===== src/rtl/core/pgic_pkg.sv =====
// ----------------------------------------------------------------------------
// pgic_pkg
// Shared types and constants for the pixel gray / invert / gain / contrast core
// ----------------------------------------------------------------------------
package pgic_pkg;

    localparam int NumChan   = 4;
    localparam int ChanWidth = 8;
    localparam int GainWidth = 16;
    localparam int CntWidth  = 3;

    // q16 luma weights, they sum to 65536
    localparam logic [15:0] LumaW0 = 16'd19595;
    localparam logic [15:0] LumaW1 = 16'd38470;
    localparam logic [15:0] LumaW2 = 16'd7471;

    localparam logic [ChanWidth-1:0] FullScale = 8'd255;
    localparam logic [ChanWidth-1:0] MidLevel  = 8'd128;

    // register reset values
    localparam logic [CntWidth-1:0]  ChanCountRst      = 3'd3;
    localparam logic [GainWidth-1:0] BrightnessGainRst = 16'd307;
    localparam logic [GainWidth-1:0] ContrastGainRst   = 16'd333;

    typedef logic [ChanWidth-1:0] chan_t;
    typedef logic [NumChan-1:0]   chan_mask_t;

    typedef enum logic [1:0] {
        CFG_CHANNEL_COUNT   = 2'd0,
        CFG_BRIGHTNESS_GAIN = 2'd1,
        CFG_CONTRAST_GAIN   = 2'd2
    } cfg_index_t;

endpackage


===== src/rtl/core/pixel_gray_invert_gain_contrast.sv =====
// ----------------------------------------------------------------------------
// pixel_gray_invert_gain_contrast
// Four-channel pixel pipe: luma gray, invert, brightness gain, contrast gain
// ----------------------------------------------------------------------------
// pipeline: four register stages, s1 to s4, the input word passes
//   through each in turn to the output
// throughput: one word per cycle while out_ready is high, each stage holds one word and holds
//   only while the stage ahead of it is full and stalled
// reset: rst_n asynchronous active low, empties the pipe and loads
//   channel_count 3, brightness_gain 307, contrast_gain 333
module pixel_gray_invert_gain_contrast (
    input  logic                            clk,
    input  logic                            rst_n,
    // configuration write port
    input  logic                            cfg_write,
    input  logic [1:0]                      cfg_index,
    input  logic [pgic_pkg::GainWidth-1:0]  cfg_data,
    // input word
    input  logic                            in_valid,
    output logic                            in_ready,
    input  logic [pgic_pkg::ChanWidth-1:0]  in_chan0,
    input  logic [pgic_pkg::ChanWidth-1:0]  in_chan1,
    input  logic [pgic_pkg::ChanWidth-1:0]  in_chan2,
    input  logic [pgic_pkg::ChanWidth-1:0]  in_chan3,
    // output word
    output logic                            out_valid,
    input  logic                            out_ready,
    output logic [pgic_pkg::ChanWidth-1:0]  out_chan0,
    output logic [pgic_pkg::ChanWidth-1:0]  out_chan1,
    output logic [pgic_pkg::ChanWidth-1:0]  out_chan2,
    output logic [pgic_pkg::ChanWidth-1:0]  out_chan3
);
    import pgic_pkg::*;

    // ------------------------------------------------------------------
    // configuration registers
    // ------------------------------------------------------------------
    logic [CntWidth-1:0]         chan_count_reg;
    logic signed [GainWidth-1:0] bright_gain_reg;
    logic signed [GainWidth-1:0] contrast_gain_reg;

    always_ff @(posedge clk or negedge rst_n)
    begin
        if (!rst_n)
        begin
            chan_count_reg    <= ChanCountRst;
            bright_gain_reg   <= BrightnessGainRst;
            contrast_gain_reg <= ContrastGainRst;
        end
        else if (cfg_write)
        begin
            unique case (cfg_index_t'(cfg_index))
                CFG_CHANNEL_COUNT:   chan_count_reg    <= cfg_data[CntWidth-1:0];
                CFG_BRIGHTNESS_GAIN: bright_gain_reg   <= cfg_data;
                CFG_CONTRAST_GAIN:   contrast_gain_reg <= cfg_data;
                default:             ; // unknown index, write dropped
            endcase
        end
    end

    // channels in use, counts above four saturate
    logic [CntWidth-1:0] used_chan;
    logic                gray_en;
    chan_mask_t          chan_en;

    always_comb
    begin
        used_chan = (chan_count_reg > CntWidth'(NumChan)) ? CntWidth'(NumChan)
                                                          : chan_count_reg;
        gray_en   = (used_chan >= CntWidth'(3));
        for (int i = 0; i < NumChan; i++)
        begin
            chan_en[i] = (CntWidth'(i) < used_chan);
        end
    end

    // ------------------------------------------------------------------
    // pipeline handshake: a stage takes a word when it is empty or when
    // the stage ahead of it is taking its word
    // ------------------------------------------------------------------
    logic s1_valid_reg, s2_valid_reg, s3_valid_reg, s4_valid_reg;
    logic s1_ready, s2_ready, s3_ready, s4_ready;

    assign s4_ready = !s4_valid_reg || out_ready;
    assign s3_ready = !s3_valid_reg || s4_ready;
    assign s2_ready = !s2_valid_reg || s3_ready;
    assign s1_ready = !s1_valid_reg || s2_ready;
    assign in_ready = s1_ready;

    always_ff @(posedge clk or negedge rst_n)
    begin
        if (!rst_n)
        begin
            s1_valid_reg <= 1'b0;
            s2_valid_reg <= 1'b0;
            s3_valid_reg <= 1'b0;
            s4_valid_reg <= 1'b0;
        end
        else
        begin
            if (s1_ready) s1_valid_reg <= in_valid;
            if (s2_ready) s2_valid_reg <= s1_valid_reg;
            if (s3_ready) s3_valid_reg <= s2_valid_reg;
            if (s4_ready) s4_valid_reg <= s3_valid_reg;
        end
    end

    // ------------------------------------------------------------------
    // stage 1: luma (three weight products and two adds), gray select
    // ------------------------------------------------------------------
    logic [23:0] luma_sum;
    chan_t       luma;
    chan_t       s1_chan_next [NumChan];
    chan_t       s1_chan_reg  [NumChan];
    chan_mask_t  s1_en_reg;

    always_comb
    begin
        luma_sum = (24'(LumaW0) * 24'(in_chan0))
                 + (24'(LumaW1) * 24'(in_chan1))
                 + (24'(LumaW2) * 24'(in_chan2));
        luma     = luma_sum[23:16];
        s1_chan_next[0] = gray_en ? luma : in_chan0;
        s1_chan_next[1] = gray_en ? luma : in_chan1;
        s1_chan_next[2] = gray_en ? luma : in_chan2;
        s1_chan_next[3] = in_chan3; // alpha never goes gray
    end

    always_ff @(posedge clk)
    begin
        if (in_valid && s1_ready)
        begin
            s1_chan_reg <= s1_chan_next;
            s1_en_reg   <= chan_en;
        end
    end

    // ------------------------------------------------------------------
    // stage 2: invert, then brightness product per lane
    // ------------------------------------------------------------------
    logic signed [24:0] s2_prod_next [NumChan];
    logic signed [24:0] s2_prod_reg  [NumChan];
    chan_mask_t         s2_en_reg;

    always_comb
    begin
        for (int i = 0; i < NumChan; i++)
        begin
            s2_prod_next[i] = $signed({1'b0, FullScale - s1_chan_reg[i]}) * bright_gain_reg;
        end
    end

    always_ff @(posedge clk)
    begin
        if (s1_valid_reg && s2_ready)
        begin
            s2_prod_reg <= s2_prod_next;
            s2_en_reg   <= s1_en_reg;
        end
    end

    // ------------------------------------------------------------------
    // stage 3: floor and clamp brightness, then contrast product about mid
    // ------------------------------------------------------------------
    logic signed [16:0] s3_bright_q   [NumChan];
    chan_t              s3_bright     [NumChan];
    logic signed [8:0]  s3_centered   [NumChan];
    logic signed [24:0] s3_prod_next  [NumChan];
    logic signed [24:0] s3_prod_reg   [NumChan];
    chan_mask_t         s3_en_reg;

    always_comb
    begin
        for (int i = 0; i < NumChan; i++)
        begin
            // arithmetic shift by 8 is the floor of the q8.8 product
            s3_bright_q[i] = s2_prod_reg[i][24:8];
            if (s3_bright_q[i] < 17'sd0)
            begin
                s3_bright[i] = '0;
            end
            else if (s3_bright_q[i] > 17'sd255)
            begin
                s3_bright[i] = FullScale;
            end
            else
            begin
                s3_bright[i] = s3_bright_q[i][7:0];
            end
            s3_centered[i]  = $signed({1'b0, s3_bright[i]}) - $signed({1'b0, MidLevel});
            s3_prod_next[i] = s3_centered[i] * contrast_gain_reg;
        end
    end

    always_ff @(posedge clk)
    begin
        if (s2_valid_reg && s3_ready)
        begin
            s3_prod_reg <= s3_prod_next;
            s3_en_reg   <= s2_en_reg;
        end
    end

    // ------------------------------------------------------------------
    // stage 4: floor, re-center, clamp, zero unused lanes
    // ------------------------------------------------------------------
    logic signed [17:0] s4_level [NumChan];
    chan_t              s4_chan_next [NumChan];
    chan_t              s4_chan_reg  [NumChan];

    always_comb
    begin
        for (int i = 0; i < NumChan; i++)
        begin
            // floored product keeps its sign when widened
            s4_level[i] = 18'($signed(s3_prod_reg[i][24:8])) + $signed({10'd0, MidLevel});
            if (!s3_en_reg[i] || s4_level[i] < 18'sd0)
            begin
                s4_chan_next[i] = '0;
            end
            else if (s4_level[i] > 18'sd255)
            begin
                s4_chan_next[i] = FullScale;
            end
            else
            begin
                s4_chan_next[i] = s4_level[i][7:0];
            end
        end
    end

    always_ff @(posedge clk)
    begin
        if (s3_valid_reg && s4_ready)
        begin
            s4_chan_reg <= s4_chan_next;
        end
    end

    assign out_valid = s4_valid_reg;
    assign out_chan0 = s4_chan_reg[0];
    assign out_chan1 = s4_chan_reg[1];
    assign out_chan2 = s4_chan_reg[2];
    assign out_chan3 = s4_chan_reg[3];

endmodule


===== config.mk =====
export PLATFORM = sky130hd
export DESIGN_NAME = pixel_gray_invert_gain_contrast
export DESIGN_NICKNAME = d
export VERILOG_FILES = /design/src/rtl/core/pgic_pkg.sv /design/src/rtl/core/pixel_gray_invert_gain_contrast.sv
export SDC_FILE = /design/constraint.sdc
export NUM_CORES = 2
export LEC_CHECK = 0
export BUFFER_PORTS_ARGS = -buffer_cell sky130_fd_sc_hd__buf_2
export CAP_MARGIN = 20
export CORE_MARGIN = 2
export CORE_UTILIZATION = 60
export CTS_CLUSTER_SIZE = 12
export DETAILED_ROUTE_END_ITERATION = 12
export GPL_TIMING_DRIVEN = 0
export PLACE_DENSITY = 0.86
export SLEW_MARGIN = 20
export SYNTH_ARGS = -nofsm -noshare
export SYNTH_HDL_FRONTEND = slang
export SYNTH_SLANG_ARGS = --single-unit

===== constraint.sdc =====
create_clock -name clk -period 8.3 [get_ports clk]
set_input_delay 0.415 -clock clk [delete_from_list [all_inputs] [get_ports clk]]
set_output_delay 0.415 -clock clk [all_outputs]
set_load 0.01 [all_outputs]

# Word level (Yosys, flattened, before mapping)

Index checks and enable logic that the tools add are counted.

Register bits after elaboration: 315
Input port bits: 55

Add/sub/neg operators: 14
$mul: 11
Magnitude comparators: 22
Equal/unequal tests: 2
Muxes and demuxes: 16
Reductions and logical operators: 24

Operators with widths:

| kind                  | count |
|---|---|
| $mul 9x16->25         | 8 |
| $mux 8                | 15 |
| $add 17x9->18 const B | 4 |
| $gt 18x9->1 const B   | 4 |
| $lt 18x1->1 const B   | 4 |
| $gt 17x9->1 const B   | 4 |
| $lt 17x1->1 const B   | 4 |
| $mul 15x8->23 const A | 2 |
| $sub 8x8->9 const B   | 4 |
| $sub 8x8->8 const A   | 4 |
| $add 23x24->24        | 1 |
| $add 24x21->24        | 1 |
| $mul 13x8->21 const A | 1 |
| $logic_not 1->1       | 8 |
| $logic_or 1x1->1      | 8 |
| $lt 1x3->1 const A    | 2 |
| $lt 2x3->1 const A    | 2 |
| $reduce_and 2->1      | 3 |
| $logic_and 1x1->1     | 4 |
| $ge 3x2->1 const B    | 1 |
| $gt 3x3->1 const B    | 1 |
| $mux 3                | 1 |
| $eq 2x1->1 const B    | 1 |
| $eq 2x2->1 const B    | 1 |
| $logic_not 2->1       | 1 |

# Logic depth before layout (Yosys ltp)

Word-level depth: 6
Gate-level depth with buffers: 30

# Worst setup path before layout

OpenSTA, ideal clock, no wires.

Path type: input port to flip-flop
From: input in_chan1[5] in the netlist's numbering
To: register s1_chan_reg[14] in the netlist's numbering (data pin)
Setup time: 260 ps
Data arrival time: 6639 ps
Data required time: 8040 ps
Path slack: 1401 ps
Stages on the path: 26
Path buffers: 0
Cell sequence: ha_1 -> inv_1 -> fa_1 -> fa_1 -> inv_1 -> ha_1 -> a311oi_1 -> nor2_1 -> o21ai_0 -> xnor2_1 -> ha_1 -> fa_1 -> inv_1 -> fa_1 -> fa_1 -> inv_1 -> ha_1 -> nand4_1 -> a211o_1 -> o32a_1 -> and2_1 -> o21a_1 -> a21oi_1 -> a21oi_1 -> xnor2_1 -> mux2_2

RTL lines:

| item                   | RTL line                               | source |
|---|---|---|
| start: declaration     | pixel_gray_invert_gain_contrast.sv:22  | `input logic [pgic_pkg::ChanWidth-1:0] in_chan1,` |
| end signal: assignment | pixel_gray_invert_gain_contrast.sv:133 | `s1_chan_reg <= s1_chan_next;` |
| end: declaration       | pixel_gray_invert_gain_contrast.sv:114 | `chan_t s1_chan_reg [NumChan];` |

==> metrics.yaml <==
drv_slew: 0
start_util_pct: 60.4
layout-drive-gt1-share_pct: 4.42
fin_crit_sh_pct: 95.8
cts_sinks: 251
place_hpwl_um: 109000
synthFlopType: "edfxtp_1"
hold_viol: 0
layout_commonest_cell: "inv_1"
grt_pass1_vias: 39355
yosysSeqAreaShare_pct: 14.3
route.vias.total: 36523
grt_overflow_total: 0
die_w_um: 296
coreArea_um2: 85000
first_iter_violations: 2619
ys_types: 87
skew_ps: 13.3
max_freq_mhz: 126
finalWirelength_um: 133000
cts.htree.levels: 1
cap_violations: 0
synth_edf_count: 212
die-height_um: 296
crit_path_end_kind: "register"
cts_tree: "yes"
final_cell_mix: "inv_1 (1150), fa_1 (998), ha_1 (527)"
ant_nets: 0
wl_met3_um: 13500
drc: 0
rsz0062_at_grt: "false"
nets: 6898
clkTransAtPathRegs_ps: 70
synth_area_leaders: "fa_1 (39%), ha_1 (13%), edfxtp_1 (12%), inv_1 (8.4%), nor2b_1 (4.6%)"
status: "complete, no violations"
crit_top_cell: "fa_1"
crit_family: "simple AND/OR/NAND/NOR gates"
final-setup-viol-count: 0
crit_path_max_incr_delay_ps: 690
arrival_ps: 8310
met2_length_um: 62000
firstDrtPassIters: 8
grt_pass1_wl_um: 212000
critPathRequiredTime_ps: 8660
synth_top_area_cell: "fa_1"
root_buffer: "clkbuf_16"
num_rows: 107
drt-met1-wl_um: 49200
finalCriticalPeriod_ps: 7950
synthToLayoutAreaGrowth_pct: 6.28
clockBufferDepth: 3
antenna_found_initial: 2
synth.net_count: 6763
synth-async-reset-ratio_pct: 15.5
vias_per_cell: 5.63
syn_avg_cell_area_um2: 9.90
tightest_slew_ps: 1130
hold_path_class: "in -> reg"
path_class: "reg -> reg"
portBuffers: 88
post_drt_wl_per_cell_um: 20.4
grt.total_usage_pct: 31.6
synth_warnings: 0
cp_max_fo: 10
insertion_delay_ps: 620
syn-cell-area_um2: 51300
startpoint_type: "register"
synth_top_area_share_pct: 38.9
cp_slowest_cell: "or4_1"
post_cts_buffers: 0
ys_seq_elements: 251
setup-tns-final_ps: 0
synthCells: 5183
highest_layer: "met4"
critPathBufInv: 5
die_area_um2: 87900
grt_max_degree: 57
slew_headroom_pct: 24.3
ioPinCount: 89
gp_congestion: 1.05
cts_made_buffers: 31
Yosys cell counts, drive strengths merged (10+ instances only):
master  number
a21oi      111
and3        16
mux2        39
o21ai       50
nor4        13
o21bai      11
o211ai      10
nand3       34
a31oi       16
or2         18
a21o        45
edfxtp     212
inv       1150
nand4       11
nor3        49
xnor2      126
buf         14
nor2b      374
clkbuf     178
ha         527
fa         998
o21a        36
dfstp       12
nand2      298
and2       213
xor2        43
nor2       231
dfrtp       27
nand2b     214
area by class of cell:
type | count | area (µm²)
Fill cell | 6606 | 30500
Sequential cell | 251 | 7360
Timing Repair Buffer | 102 | 638
Clock inverter | 19 | 312
Tap cell | 1144 | 1430
Buffer | 192 | 721
Multi-Input combinational cell | 3589 | 39000
Antenna cell | 1 | 2.50
Clock buffer | 37 | 798
Inverter | 1151 | 4320
through the flow:
step           instances  area (µm²)  setup WS, ps  utilization, %  hold slack (ps)
6_report            6486       54600           349            64.2              145
5_1_grt             6485       54600          52.1            64.2              143
4_1_cts             6484       54500           179            64.1             6.33
3_5_place_dp        6419       53300           193            62.7              405
3_3_place_gp        6415       53200           301            62.6              401
2_1_floorplan       5183       51300          1400               -              119
cell families (layout without fill, tap and decap cells):
| group | after synthesis | in the layout | share of synthesized area [%] |
|---|---|---|---|
| buffers and inverters | 1343 | 1501 | 9.82 |
| other | 0 | 1 | 0 |
| muxes | 40 | 40 | 0.875 |
| AOI/OAI and AO/OA | 342 | 342 | 4.46 |
| and+or+nand+nor | 1513 | 1513 | 15.9 |
| DFF | 251 | 251 | 14.3 |
| xor gates and xnor gates | 169 | 169 | 2.88 |
| adders and majority gates | 1525 | 1525 | 51.8 |
per-layer routing:
metal  vias up  track usage, %
li1      16027               -
met1     18387            39.1
met2      1689            52.0
met3       420            7.91
met4         0            15.1
met5         -               0
worst reg2reg max path, cell delays in order (launching register included):
cell      delay (ps)
edfxtp_1         370
or4_1            690
or2_2            340
clkbuf_1         170
nor2_1           270
nor2_1           170
clkbuf_1         280
or2_2            350
fa_1             460
fa_1             490
inv_1             60
fa_1             450
fa_1             500
inv_1             50
fa_1             500
inv_1             40
ha_1             320
nand2_1          190
or3_1            380
o32ai_2          460
o211ai_1         230
or3_1            440
nand3_1          120
a31oi_1          130
o21bai_1         170
xnor2_1           80
final timing paths:
check                                     startpoint                               to  slack, ps  cells after the start
min in group asynchronous                      rst_n         s1_valid_reg$_DFFE_PN0N_        360                      2
max in group asynchronous                      rst_n   bright_gain_reg[2]$_DFFE_PN0P_       7460                      2
setup reg to reg           s2_prod_reg[73]$_DFFE_PP_        s3_prod_reg[74]$_DFFE_PP_        350                     25
setup / recovery           s2_prod_reg[73]$_DFFE_PP_        s3_prod_reg[74]$_DFFE_PP_        350                     25
hold / removal                          cfg_data[14]  bright_gain_reg[14]$_DFFE_PN0P_        150                      2
hold reg to reg               s2_en_reg[2]$_DFFE_PP_           s3_en_reg[2]$_DFFE_PP_        420                      0
repair_timing:
item	4_1_cts	5_1_grt
setup endpoints to repair	0	4
endpoints found under the hold margin	9	27
hold buffers	9	1
resized for setup	0	1
Power is left out: the tool's default activity adds up to more than one toggle a clock period on the data nets, which glitch-free logic cannot reach.
